===== config.mk =====
export PLATFORM = sky130hd
export DESIGN_NAME = three_class_ready_queue
export DESIGN_NICKNAME = d
export VERILOG_FILES = /design/src/hw/rtl/tcrq_pkg.sv /design/src/hw/rtl/tcrq_fifo.sv /design/src/hw/rtl/three_class_ready_queue.sv
export SDC_FILE = /design/constraint.sdc
export NUM_CORES = 1
export LEC_CHECK = 0
export BUFFER_PORTS_ARGS = -buffer_cell sky130_fd_sc_hd__buf_2
export CELL_PAD_IN_SITES_DETAIL_PLACEMENT = 0
export CELL_PAD_IN_SITES_GLOBAL_PLACEMENT = 1
export CORE_ASPECT_RATIO = 1.1
export CORE_MARGIN = 2
export CORE_UTILIZATION = 54
export DETAILED_ROUTE_END_ITERATION = 10
export PLACE_DENSITY = 0.88
export SLEW_MARGIN = 30
export SYNTH_ARGS = -nofsm -noshare
export SYNTH_HDL_FRONTEND = slang
export SYNTH_SLANG_ARGS = --single-unit
export TNS_END_PERCENT = 10

===== constraint.sdc =====
create_clock -name clk -period 6.25 [get_ports clk]
set_input_delay 0 -clock clk [delete_from_list [all_inputs] [get_ports clk]]
set_output_delay 0 -clock clk [all_outputs]
set_load 0.02 [all_outputs]

===== src/hw/rtl/tcrq_pkg.sv =====
// ============================================================================
// Three-class ready queue package
// Shared beat types, request and status codes, and field widths.
// ============================================================================
package tcrq_pkg;

    // Field widths of the request and response beats.
    localparam int TAG_W   = 16;
    localparam int CNT_W   = 8;
    localparam int IDX_W   = 5;
    localparam int READY_W = 6;

    // Default number of entries in each queue.
    localparam int QUEUE_DEPTH_DEF = 16;

    // Request codes.
    localparam logic [1:0] REQ_ENQ  = 2'd0;
    localparam logic [1:0] REQ_DEQ  = 2'd1;
    localparam logic [1:0] REQ_PEEK = 2'd2;

    // Status codes.
    localparam logic [1:0] ST_OK    = 2'd0;
    localparam logic [1:0] ST_FULL  = 2'd1;
    localparam logic [1:0] ST_EMPTY = 2'd2;
    localparam logic [1:0] ST_RANGE = 2'd3;

    // Queue identifiers, also used as the source code of a response.
    localparam logic [1:0] Q_PRIO   = 2'd0;
    localparam logic [1:0] Q_NORMAL = 2'd1;
    localparam logic [1:0] Q_MARKER = 2'd2;
    localparam logic [1:0] Q_NONE   = 2'd3;

    localparam int NUM_Q = 3;

    // Request beat.
    typedef struct packed {
        logic [1:0]       req_type;
        logic [TAG_W-1:0] task_tag;
        logic             is_marker;
        logic [CNT_W-1:0] cmd_count;
        logic [CNT_W-1:0] memcpy_count;
        logic             device_free;
        logic [IDX_W-1:0] peek_index;
    } tcrq_req_t;

    // Response beat.
    typedef struct packed {
        logic [1:0]         status;
        logic [TAG_W-1:0]   tag_out;
        logic [1:0]         source_queue;
        logic [READY_W-1:0] ready_count;
        logic               ready_empty;
    } tcrq_rsp_t;

    // Per-queue control for one accepted request.
    typedef struct packed {
        logic             push;
        logic             pop;
        logic             rd_en;
        logic [IDX_W-1:0] rd_offset;
    } tcrq_fifo_ctl_t;

endpackage


===== src/hw/rtl/tcrq_fifo.sv =====
// ============================================================================
// Three-class ready queue: single FIFO
// Circular tag store with head pointer and fill count. A read at an offset
// from the head lands in a registered read data word.
// ============================================================================
module tcrq_fifo #(
    parameter int QUEUE_DEPTH = tcrq_pkg::QUEUE_DEPTH_DEF
) (
    input  logic                           clk,
    input  logic                           rst_n,
    input  tcrq_pkg::tcrq_fifo_ctl_t       ctl,
    input  logic [tcrq_pkg::TAG_W-1:0]     wr_tag,
    output logic [$clog2(QUEUE_DEPTH+1)-1:0] fill,
    output logic [tcrq_pkg::TAG_W-1:0]     rdata
);
    import tcrq_pkg::*;

    localparam int AW   = (QUEUE_DEPTH > 1) ? $clog2(QUEUE_DEPTH) : 1;
    localparam int FW   = $clog2(QUEUE_DEPTH+1);
    localparam int SUMW = ((AW > IDX_W) ? AW : IDX_W) + 2;
    localparam logic [SUMW-1:0] DEPTH_S = SUMW'(QUEUE_DEPTH);

    logic [TAG_W-1:0] mem [QUEUE_DEPTH];
    logic [TAG_W-1:0] rdata_reg;
    logic [AW-1:0]    head_reg, head_next;
    logic [FW-1:0]    fill_reg, fill_next;
    logic [SUMW-1:0]  rd_sum, wr_sum;
    logic [AW-1:0]    rd_addr, wr_addr;

    // Read slot: head plus offset, wrapped once.
    always_comb
    begin
        rd_sum = SUMW'(head_reg) + SUMW'(ctl.rd_offset);
        if (rd_sum >= DEPTH_S)
        begin
            rd_sum = rd_sum - DEPTH_S;
        end
        rd_addr = rd_sum[AW-1:0];
    end

    // Write slot: head plus fill count, wrapped once.
    always_comb
    begin
        wr_sum = SUMW'(head_reg) + SUMW'(fill_reg);
        if (wr_sum >= DEPTH_S)
        begin
            wr_sum = wr_sum - DEPTH_S;
        end
        wr_addr = wr_sum[AW-1:0];
    end

    // Pointer updates; push and pop never come together.
    always_comb
    begin
        head_next = head_reg;
        fill_next = fill_reg;
        if (ctl.push)
        begin
            fill_next = fill_reg + FW'(1);
        end
        else if (ctl.pop)
        begin
            fill_next = fill_reg - FW'(1);
            if (head_reg == AW'(QUEUE_DEPTH - 1))
            begin
                head_next = '0;
            end
            else
            begin
                head_next = head_reg + AW'(1);
            end
        end
    end

    always_ff @(posedge clk or negedge rst_n)
    begin
        if (!rst_n)
        begin
            head_reg <= '0;
            fill_reg <= '0;
        end
        else
        begin
            head_reg <= head_next;
            fill_reg <= fill_next;
        end
    end

    // Tag store with one write port and one registered read port.
    always_ff @(posedge clk)
    begin
        if (ctl.push)
        begin
            mem[wr_addr] <= wr_tag;
        end
        if (ctl.rd_en)
        begin
            rdata_reg <= mem[rd_addr];
        end
    end

    assign fill  = fill_reg;
    assign rdata = rdata_reg;

`ifndef ASSERT_OFF
    assert property (@(posedge clk) disable iff (!rst_n)
        fill_reg <= FW'(QUEUE_DEPTH))
    else $error("FIFO fill count exceeds depth.");

    assert property (@(posedge clk) disable iff (!rst_n)
        ctl.push |-> fill_reg != FW'(QUEUE_DEPTH))
    else $error("Push into a full FIFO.");

    assert property (@(posedge clk) disable iff (!rst_n)
        ctl.pop |-> fill_reg != '0 && !ctl.push)
    else $error("Pop from an empty FIFO or together with a push.");
`endif

endmodule


===== src/hw/rtl/three_class_ready_queue.sv =====
// ============================================================================
// Three-class ready queue
// Priority, normal and marker task FIFOs with strict-priority dequeue and
// indexed peek across the priority and normal FIFOs.
// ============================================================================
//  channel | direction | handshake            | beat
//  --------+-----------+----------------------+------------
//  req     | in        | req_valid, req_ready | tcrq_req_t
//  rsp     | out       | rsp_valid, rsp_ready | tcrq_rsp_t
//
// Each request is decided in the cycle it is accepted and its response is
// presented in the next cycle from the response register and the FIFO read
// data registers; one request per cycle is sustained while rsp is not stalled.
// req_ready is high whenever the response register is empty or being taken,
// so a stall on rsp holds at most one response and stops further requests.
// Reset clears the head pointers, fill counts and the response valid flag.
// ============================================================================
module three_class_ready_queue #(
    parameter int QUEUE_DEPTH = tcrq_pkg::QUEUE_DEPTH_DEF
) (
    input  logic                clk,
    input  logic                rst_n,
    input  logic                req_valid,
    output logic                req_ready,
    input  tcrq_pkg::tcrq_req_t req,
    output logic                rsp_valid,
    input  logic                rsp_ready,
    output tcrq_pkg::tcrq_rsp_t rsp
);
    import tcrq_pkg::*;

    localparam int FW  = $clog2(QUEUE_DEPTH+1);
    localparam int SW  = ((FW + 1) > (IDX_W + 1)) ? (FW + 1) : (IDX_W + 1);
    localparam int RCW = ((FW + 1) > READY_W) ? (FW + 1) : READY_W;

    tcrq_fifo_ctl_t   fifo_ctl [NUM_Q];
    logic [FW-1:0]    fill     [NUM_Q];
    logic [TAG_W-1:0] rdata    [NUM_Q];

    logic             accept;
    logic [1:0]       status_c, src_c;
    logic             from_mem_c;
    logic [SW-1:0]    idx_s, pf_s, ready_s;
    logic [RCW-1:0]   count_c;
    logic [IDX_W-1:0] norm_off;
    logic             tgt_full;

    logic             rsp_valid_reg;
    logic [1:0]       status_reg, src_reg;
    logic             from_mem_reg;
    logic [READY_W-1:0] count_reg;
    logic             empty_reg;
    logic [TAG_W-1:0] tag_sel;

    assign accept    = req_valid && req_ready;
    assign req_ready = !rsp_valid_reg || rsp_ready;

    assign idx_s    = SW'(req.peek_index);
    assign pf_s     = SW'(fill[Q_PRIO]);
    assign ready_s  = SW'(fill[Q_PRIO]) + SW'(fill[Q_NORMAL]);
    assign norm_off = IDX_W'(idx_s - pf_s);

    // Request decode: route, queue controls and response fields.
    always_comb
    begin
        status_c   = ST_OK;
        src_c      = Q_NONE;
        from_mem_c = 1'b0;
        tgt_full   = 1'b0;
        for (int q = 0; q < NUM_Q; q++)
        begin
            fifo_ctl[q] = '0;
        end
        case (req.req_type)
            REQ_ENQ:
            begin
                if (req.is_marker)
                begin
                    src_c = Q_MARKER;
                end
                else if (req.memcpy_count == req.cmd_count)
                begin
                    src_c = Q_PRIO;
                end
                else
                begin
                    src_c = Q_NORMAL;
                end
                tgt_full = (fill[src_c] == FW'(QUEUE_DEPTH));
                if (tgt_full)
                begin
                    status_c = ST_FULL;
                end
                else
                begin
                    fifo_ctl[src_c].push = accept;
                end
            end
            REQ_DEQ:
            begin
                if (fill[Q_PRIO] != '0)
                begin
                    src_c = Q_PRIO;
                end
                else if (fill[Q_NORMAL] != '0)
                begin
                    src_c = Q_NORMAL;
                end
                else if (fill[Q_MARKER] != '0 && req.device_free)
                begin
                    src_c = Q_MARKER;
                end
                if (src_c == Q_NONE)
                begin
                    status_c = ST_EMPTY;
                end
                else
                begin
                    from_mem_c           = 1'b1;
                    fifo_ctl[src_c].pop   = accept;
                    fifo_ctl[src_c].rd_en = accept;
                end
            end
            REQ_PEEK:
            begin
                if (idx_s < pf_s)
                begin
                    src_c                       = Q_PRIO;
                    from_mem_c                  = 1'b1;
                    fifo_ctl[Q_PRIO].rd_en      = accept;
                    fifo_ctl[Q_PRIO].rd_offset  = req.peek_index;
                end
                else if (idx_s < ready_s)
                begin
                    src_c                       = Q_NORMAL;
                    from_mem_c                  = 1'b1;
                    fifo_ctl[Q_NORMAL].rd_en     = accept;
                    fifo_ctl[Q_NORMAL].rd_offset = norm_off;
                end
                else
                begin
                    status_c = ST_RANGE;
                end
            end
            default:
            begin
                status_c = ST_OK;
            end
        endcase
    end

    // Ready count after this request.
    always_comb
    begin
        count_c = RCW'(ready_s);
        if (fifo_ctl[Q_PRIO].push || fifo_ctl[Q_NORMAL].push)
        begin
            count_c = count_c + RCW'(1);
        end
        else if (fifo_ctl[Q_PRIO].pop || fifo_ctl[Q_NORMAL].pop)
        begin
            count_c = count_c - RCW'(1);
        end
    end

    // FIFOs, one per class.
    for (genvar g = 0; g < NUM_Q; g++)
    begin : g_fifo
        tcrq_fifo #(
            .QUEUE_DEPTH (QUEUE_DEPTH)
        ) u_fifo (
            .clk    (clk),
            .rst_n  (rst_n),
            .ctl    (fifo_ctl[g]),
            .wr_tag (req.task_tag),
            .fill   (fill[g]),
            .rdata  (rdata[g])
        );
    end

    // Response valid flag.
    always_ff @(posedge clk or negedge rst_n)
    begin
        if (!rst_n)
        begin
            rsp_valid_reg <= 1'b0;
        end
        else if (req_ready)
        begin
            rsp_valid_reg <= req_valid;
        end
    end

    // Response fields, captured with the request.
    always_ff @(posedge clk)
    begin
        if (accept)
        begin
            status_reg   <= status_c;
            src_reg      <= src_c;
            from_mem_reg <= from_mem_c;
            count_reg    <= count_c[READY_W-1:0];
            empty_reg    <= (count_c == '0);
        end
    end

    // Tag word from the FIFO that served the request.
    always_comb
    begin
        case (src_reg)
            Q_PRIO:   tag_sel = rdata[Q_PRIO];
            Q_NORMAL: tag_sel = rdata[Q_NORMAL];
            Q_MARKER: tag_sel = rdata[Q_MARKER];
            default:  tag_sel = '0;
        endcase
    end

    assign rsp_valid        = rsp_valid_reg;
    assign rsp.status       = status_reg;
    assign rsp.tag_out      = from_mem_reg ? tag_sel : '0;
    assign rsp.source_queue = src_reg;
    assign rsp.ready_count  = count_reg;
    assign rsp.ready_empty  = empty_reg;

`ifndef ASSERT_OFF
    assert property (@(posedge clk) disable iff (!rst_n)
        accept |=> rsp_valid)
    else $error("Accepted request produced no response beat.");

    assert property (@(posedge clk) disable iff (!rst_n)
        rsp_valid && rsp.status == ST_FULL |-> rsp.source_queue != Q_NONE)
    else $error("Full status without a target queue.");

    assert property (@(posedge clk) disable iff (!rst_n)
        rsp_valid && (rsp.status == ST_EMPTY || rsp.status == ST_RANGE)
            |-> rsp.tag_out == '0 && rsp.source_queue == Q_NONE)
    else $error("Failed dequeue or peek carries a tag or source.");

    assert property (@(posedge clk) disable iff (!rst_n)
        $countones({fifo_ctl[Q_PRIO].rd_en, fifo_ctl[Q_NORMAL].rd_en,
                    fifo_ctl[Q_MARKER].rd_en}) <= 1)
    else $error("More than one FIFO read for a single request.");
`endif

endmodule

# --- Word-level counts from Yosys, hierarchy flattened ---
# Memory sizes are Yosys's and may differ from the RTL's. A register that Yosys moved wholly into a read port is not among the register bits.
# Cells that the tools add are included.
word_totals:
  wordCells: 153
  ram_bits: 768
  out_inout_bits: 29
  regBits: 40
  in_bits: 45
  mem_count: 3
memory_table:
  columns: ["memory", "words", "width", "read_ports", "rd_ports_with_merged_regs", "write_ports", "line", "text"]
  rows:
  - ["g_fifo[0].u_fifo.mem", 16, 16, 1, 1, 1, "tcrq_fifo.sv:23", "logic [TAG_W-1:0] mem [QUEUE_DEPTH];"]
  - ["g_fifo[1].u_fifo.mem", 16, 16, 1, 1, 1, "tcrq_fifo.sv:23", null]
  - ["g_fifo[2].u_fifo.mem", 16, 16, 1, 1, 1, "tcrq_fifo.sv:23", null]
classes:
  order_cmp: 12
  n_reduce_logical: 20
  n_addsub: 25
  muxes: 64
  bitwise_logic: 7
  eq_ne: 10
op_table:
  columns: ["operator", "count"]
  rows:
  - ["$and 24x24->24", 2]
  - ["$demux 8 s2", 3]
  - ["$mux 24", 2]
  - ["$pmux 16 s3", 1]
  - ["$mux 5", 8]
  - ["$add 4x5->6", 6]
  - ["$ge 6x5->1 const B", 6]
  - ["$mux 4", 9]
  - ["$mux 6", 6]
  - ["$pmux 6 s3", 2]
  - ["$bwmux 24", 1]
  - ["$sub 4x1->4 const B", 6]
  - ["$mux 2", 10]
  - ["$mux 16", 1]
  - ["$pmux 8 s2", 1]
  - ["$add 5x1->5 const B", 3]
  - ["$reduce_bool 5->1", 3]
  - ["$sub 5x1->5 const B", 3]
  - ["$add 4x1->4 const B", 3]
  - ["$eq 4x4->1 const B", 3]
  - ["$mux 1", 12]
  - ["$pmux 2 s3", 2]
  - ["$bmux 5 s2", 1]
  - ["$eq 8x8->1", 1]
  - ["other kinds (24)", 43]

# --- Longest topological paths before layout ---
logic_depth:
  word_depth: 19
  depth_mapped: 19

# --- Modules after synthesis ---
# Synthesis repeated with hierarchy kept, for this count alone.
unflattened:
  hier_cells: 1876
  area_unflattened_um2: 35270.1
by_module_without_submodules:
  columns: ["module", "instances", "cells_each", "area_per_inst_um2"]
  rows:
  - ["tcrq_fifo at g_fifo[0].u_fifo ...", 2, 536, 11043.1]
  - ["tcrq_fifo at g_fifo[2].u_fifo", 1, 536, 11045.6]
  - ["three_class_ready_queue", 1, 268, 2138.3]

# --- Worst setup path after synthesis ---
# OpenSTA, ideal clock, no wires.
synth_path:
  kind: "reg-to-reg"
  from: "register g_fifo[1].u_fifo.fill_reg[0]"
  to: "register g_fifo[1].u_fifo.rdata_reg[10], read port of g_fifo[1].u_fifo.mem (data pin)"
  setup_slack_ps: 977
  n_path_buf: 1
  stages_incl_launch_ff: 18
  required_ps: 5978
  t_arrival_ps: 5001
  path_cell_list: "dfrtp_1 -> ha_1 -> inv_1 -> fa_1 -> xnor2_1 -> inv_1 -> ha_1 -> a21o_1 -> maj3_2 -> maj3_1 -> nand2_1 -> nand3_1 -> nor2_1 -> ha_1 -> fa_1 -> xor2_1 -> clkbuf_1 -> mux4_2"
synth_via:
  elab_chain_cells: 13
  word_cells_on_any_way: 29
  cone_classes: "add/sub (3); order compare (4); eq/ne (2); mux (16); bitwise (2); reduce/logical (2)"
synth_lines:
  columns: ["element", "line", "text"]
  rows:
  - ["from (decl)", "tcrq_fifo.sv:26", "logic [FW-1:0] fill_reg, fill_next;"]
  - ["from (signal assigned)", "tcrq_fifo.sv:85", "fill_reg <= fill_next;"]
  - ["parallel branches: the longest is 9 deep, another holds $add 5x5->6", null, null]
  - ["$pmux 6 s3 *", "three_class_ready_queue.sv:74", "case (req.req_type)"]
  - ["$add 4x5->6", "tcrq_fifo.sv:33", "rd_sum = SUMW'(head_reg) + SUMW'(ctl.rd_offset);"]
  - ["$ge 6x5->1 / $sub 4x1->4 (equally long branches)", "tcrq_fifo.sv:34, tcrq_fifo.sv:36", null]
  - ["$mux 4", "tcrq_fifo.sv:34", "if (rd_sum >= DEPTH_S)"]
  - ["to (decl)", "tcrq_fifo.sv:24", "logic [TAG_W-1:0] rdata_reg;"]
# Every way passes the cells marked *. The select of a mux whose other input is x is not followed.
# A chain may end at the register's enable or synchronous reset.

# --- Worst setup path after layout ---
layout_path:
  from: "register g_fifo[1].u_fifo.fill_reg[0]"
  to: "register g_fifo[1].u_fifo.rdata_reg[3], read port of g_fifo[1].u_fifo.mem (data pin)"
# Same word-level chain as after synthesis.

==> metrics.txt <==
# TYPE chip_impl_metric gauge
chip_impl_metric{name="grt_pass1_vias",unit=""} 18240
chip_impl_metric{name="ioPinCount",unit=""} 74
chip_impl_metric{name="clk-insertion-delay-late",unit="ps"} 640
chip_impl_metric{name="initial_antenna_violation_count",unit=""} 0
chip_impl_metric{name="cts_max_path_buffers",unit=""} 3
chip_impl_metric{name="synthDistinctLibCells",unit=""} 51
chip_impl_metric{name="pwr-share-comb",unit="%"} 23.4
chip_impl_metric{name="first_pass_iters",unit=""} 5
chip_impl_metric{name="dp.cells",unit=""} 2667
chip_impl_metric{name="total_leakage_power",unit="nW"} 12.97
chip_impl_metric{name="crit_path_max_incr_delay",unit="ps"} 660
chip_impl_metric{name="track_usage",unit="%"} 24.67
chip_impl_info{name="setup.worst_path.end_class",value="register"} 1
chip_impl_metric{name="synth_area_in_compound_gates",unit="%"} 3.118
chip_impl_metric{name="worstHoldPathCells",unit=""} 1
chip_impl_metric{name="power.share.clock",unit="%"} 31.8
chip_impl_metric{name="ant_nets",unit=""} 0
chip_impl_metric{name="worst-endpoint-arrival",unit="ps"} 6170
chip_impl_metric{name="fp_rows",unit=""} 97
chip_impl_metric{name="synth.mux.area_fraction",unit="%"} 15.47
chip_impl_metric{name="synth_area_per_cell",unit="um^2"} 19.70
chip_impl_metric{name="total_switching_power",unit="mW"} 4.175
chip_impl_info{name="post_synth_main_area_contributors",value="edfxtp_1, mux4_2, mux2i_1"} 1
chip_impl_info{name="grt_setup_unrepaired",value="false"} 1
chip_impl_metric{name="gr-total-overflow",unit=""} 0
chip_impl_metric{name="synth_async_sr_flop_share",unit="%"} 3.271
chip_impl_metric{name="max_slew.worst_pin.slew",unit="ps"} 990.0
chip_impl_metric{name="largest_register_ff_count",unit=""} 768
chip_impl_metric{name="ys_ff_latch",unit=""} 856
chip_impl_metric{name="intPower",unit="mW"} 10.73
chip_impl_info{name="leading_cell_types_by_count_after_synthesis",value="edfxtp_1, mux4_2, mux2i_1, nand2_1, clkbuf_1"} 1
chip_impl_metric{name="die_x",unit="um"} 245.5
chip_impl_info{name="holdCritStartpoint",value="req[27]"} 1
chip_impl_metric{name="layoutNonFillerInstCount",unit=""} 2833
chip_impl_info{name="whs_endpoint",value="g_fifo[2].u_fifo.mem[10][4]"} 1
chip_impl_metric{name="hpwl",unit="mm"} 46.84
chip_impl_metric{name="synthXorXnorAreaFrac",unit="%"} 1.337
chip_impl_metric{name="critPathMaxFanout",unit=""} 9
chip_impl_metric{name="detailedPlace.worstSlack",unit="ps"} 579.1
chip_impl_info{name="root_buffer",value="clkbuf_16"} 1
chip_impl_metric{name="drt_first_iter_violations",unit=""} 2250
chip_impl_metric{name="synthAdderAreaFrac",unit="%"} 2.265
chip_impl_metric{name="cts.reportedPaths.clkPinSlew",unit="ps"} 60
chip_impl_metric{name="relSlewSlack",unit="%"} 34.00
chip_impl_metric{name="area_of_the_core",unit="mm^2"} 0.06360
chip_impl_metric{name="worst_r2r_setup_slack",unit="ps"} 440
chip_impl_metric{name="cp.depth",unit=""} 19
chip_impl_info{name="slowest_stage",value="xnor2_2"} 1
chip_impl_metric{name="syn2layout_area_growth",unit="%"} 13.40
chip_impl_info{name="worst_path_most_repeated_cell",value="ha_1"} 1
chip_impl_metric{name="timing.setup.tns",unit="ps"} 0
chip_impl_metric{name="post-route-cell-area",unit="mm^2"} 0.03927
chip_impl_info{name="synth-main-ff-cell",value="edfxtp_1"} 1
chip_impl_info{name="timing.rr.start",value="g_fifo[1].u_fifo.fill[0]"} 1
chip_impl_info{name="largest_family_of_logic_cells_by_synthesized_area",value="multiplexers"} 1
chip_impl_metric{name="floorplan.initialDensity",unit="%"} 54.46
chip_impl_metric{name="grt_pass1_wl",unit="mm"} 118.9
chip_impl_metric{name="power.switching_fraction",unit="%"} 28.01
chip_impl_metric{name="report.final.slew_viol_count",unit=""} 0
chip_impl_metric{name="fin_crit",unit="ps"} 5807
chip_impl_metric{name="cts_made_buffers",unit=""} 81
chip_impl_metric{name="sequential_cell_fraction_of_total_power",unit="%"} 44.8
chip_impl_metric{name="fmaxAchievable",unit="MHz"} 172.2
chip_impl_metric{name="post-route-worst-setup-slack",unit="ps"} 443.0
chip_impl_info{name="timing_worst_setup_path_type",value="reg2reg"} 1
chip_impl_metric{name="critical_path_required",unit="ps"} 6610
chip_impl_metric{name="post_synth_inst_count",unit=""} 1758
chip_impl_info{name="cells_along_the_critical_path",value="ha_1 > inv_1 > fa_1 > xnor2_1 > inv_1 > ha_1 > a21o_1 > maj3_2 > maj3_1 > nand2_1 > nand3_1 > nor2_1 > ha_1 > a21o_1 > a21oi_1 > xnor2_1 > xnor2_2 > buf_4 > mux4_2"} 1
chip_impl_metric{name="worstPathBufferInverterCount",unit=""} 3
chip_impl_metric{name="num_antenna_cells",unit=""} 0
chip_impl_info{name="worstReg2RegEnd",value="g_fifo[1].u_fifo.rdata[3]"} 1
chip_impl_metric{name="die_area",unit="mm^2"} 0.06618
chip_impl_metric{name="cts-resized-gates",unit=""} 0
chip_impl_metric{name="clock-skew-final",unit="ps"} 40.39
chip_impl_metric{name="seq_area_frac_synth",unit="%"} 73.82
chip_impl_metric{name="layout.nets",unit=""} 2027
chip_impl_metric{name="port_buffers",unit=""} 73
chip_impl_metric{name="maxCapViolCount",unit=""} 0
chip_impl_metric{name="post-layout-total-power",unit="mW"} 14.91
chip_impl_metric{name="routed_wirelength",unit="mm"} 80.42
chip_impl_info{name="hold_path.class",value="in2reg"} 1
chip_impl_info{name="synth_most_common_cell",value="edfxtp_1"} 1
chip_impl_metric{name="mappedNetlistArea",unit="mm^2"} 0.03463
chip_impl_metric{name="yosysWarningCount",unit=""} 0
chip_impl_info{name="worst_path_dominant_cell_family",value="adder cells"} 1
chip_impl_metric{name="clock_tree.htree_level_count",unit=""} 3
chip_impl_metric{name="final_min_period_over_clock_period",unit="%"} 92.91
chip_impl_metric{name="placed_cell_area",unit="mm^2"} 0.03650
chip_impl_info{name="worstSetupStartpointType",value="register"} 1
chip_impl_metric{name="r2r_cells",unit=""} 19
chip_impl_metric{name="final_hold_viol_count",unit=""} 0
chip_impl_metric{name="simple_gate_area_share_of_the_yosys_netlist",unit="%"} 2.955
chip_impl_metric{name="setup_viol",unit=""} 0
chip_impl_metric{name="grt_start_max_net_pins",unit=""} 49
chip_impl_metric{name="synth-edff-count",unit=""} 828
chip_impl_metric{name="place.gp.congestion",unit=""} 0.8638
chip_impl_metric{name="syn_nets",unit=""} 1858
chip_impl_metric{name="detail_route.drc_violations",unit=""} 0
chip_impl_metric{name="chipHeight",unit="um"} 269.6
chip_impl_metric{name="peakVddDrop",unit="V"} 0.0003269
chip_impl_metric{name="synth_largest_type_area_fraction",unit="%"} 71.79
chip_impl_metric{name="p_per_area",unit="mW/mm^2"} 379.6
chip_impl_info{name="result_of_the_run",value="finished clean"} 1
chip_impl_metric{name="via_per_inst",unit=""} 6.320
chip_impl_metric{name="detailroute.via_count",unit=""} 17900
chip_impl_metric{name="detail_route.wl_per_cell",unit="um"} 28.39
chip_impl_metric{name="clkSinkCount",unit=""} 856
chip_impl_info{name="tritoncts",value="done"} 1
chip_impl_metric{name="fraction_of_layout_cells_with_a_size_suffix_above_1",unit="%"} 24.00
chip_impl_info{name="synthDominantAreaCellType",value="edfxtp_1"} 1
## per-stage QoR
step / hold slack (ps) / util [%]
final: 69.98 / 61.76
after CTS: 21.10 / 61.60
after floorplan: -295.6 / -
after global routing: 73.36 / 61.76
after global placement: 94.67 / 57.39
after detailed placement: 107.1 / 57.39
## what timing repair did
| item | in CTS | in global routing |
|---|---|---|
| hold endpoints to repair | 38 | 268 |
| buffers inserted | 0 | 0 |
| hold buffers | 11 | 6 |
## placed cells by master (no fill, tap or decap), drive strengths merged, types with 3 or more instances in the layout
| cell type | count |
|---|---|
| a21oi | 41 |
| nor2b | 5 |
| inv | 22 |
| fa | 10 |
| clkinv | 39 |
| clkinvlp | 3 |
| clkbuf | 100 |
| dlygate4sd3 | 16 |
| nand3 | 11 |
| nor2 | 50 |
| o21ai | 59 |
| mux2 | 19 |
| xor2 | 23 |
| a221oi | 18 |
| bufinv | 4 |
| a311oi | 3 |
| edfxtp | 828 |
| xnor2 | 29 |
| a22oi | 17 |
| mux2i | 118 |
| and2 | 23 |
| a21o | 19 |
| and3 | 4 |
| nor3 | 19 |
| nor4 | 5 |
| mux4 | 176 |
| nand2 | 77 |
| a31oi | 3 |
| nand4 | 4 |
| buf | 143 |
| ha | 45 |
| nand2b | 12 |
| dfrtp | 28 |
## kinds of logic (layout without fill, tap and decap cells)
family	Yosys count	count (layout)
AO/OA/AOI/OAI	171	171
XOR/XNOR	52	52
adder cells (fa/ha/maj)	57	57
buffers and inverters	93	327
flip-flops	856	856
multiplexers	313	313
AND/OR/NAND/NOR	216	216
## worst max path at each step
stage	start	to
after floorplan	g_fifo[1].u_fifo.fill[0]	g_fifo[1].u_fifo.rdata[10]
after global placement	g_fifo[0].u_fifo.fill[0]	g_fifo[1].u_fifo.rdata[12]
after detailed placement	g_fifo[1].u_fifo.fill[0]	g_fifo[1].u_fifo.rdata[8]
after CTS	g_fifo[1].u_fifo.fill[0]	g_fifo[1].u_fifo.rdata[8]
after global routing	g_fifo[1].u_fifo.fill[0]	g_fifo[1].u_fifo.rdata[8]
final	g_fifo[1].u_fifo.fill[0]	g_fifo[1].u_fifo.rdata[3]
## routing by layer
layer,vias to the layer above,routed length [um],GRT usage (%)
met2,950,39660,40.51
met1,9311,31610,34.30
met4,0,2310,7.751
met5,-,0,0
li1,7491,-,-
met3,152,6834,3.941
## worst reg2reg max path: cells and delay by family, from the launching register on
| kind | cells | cell delay [ps] |
|---|---|---|
| compound gates | 3 | 510 |
| buf+inv | 3 | 530 |
| flops | 1 | 560 |
| xor+xnor | 3 | 1160 |
| simple gates | 3 | 610 |
| mux | 1 | 300 |
| fa+ha+maj | 6 | 1870 |
## power groups by stage
stage / registers [mW] / clock network [mW] / logic (mW)
after global placement: 6.80 / 0 / 3.34
after CTS: 6.68 / 4.80 / 3.50
after floorplan: 6.77 / 0 / 2.46
final: 6.68 / 4.74 / 3.49
after global routing: 6.70 / 5.00 / 3.74
after detailed placement: 6.80 / 0 / 3.43
## area by class of cell
class / count / area [um^2]
sequential: 856 / 25570
fill: 4267 / 24320
multi-input combinational: 809 / 8859
clock buffer: 100 / 2140
timing repair buffer: 159 / 1164
tap: 841 / 1052
clock inverter: 48 / 416.7
inverter: 20 / 75.07
(Power assumes the default switching activity.)
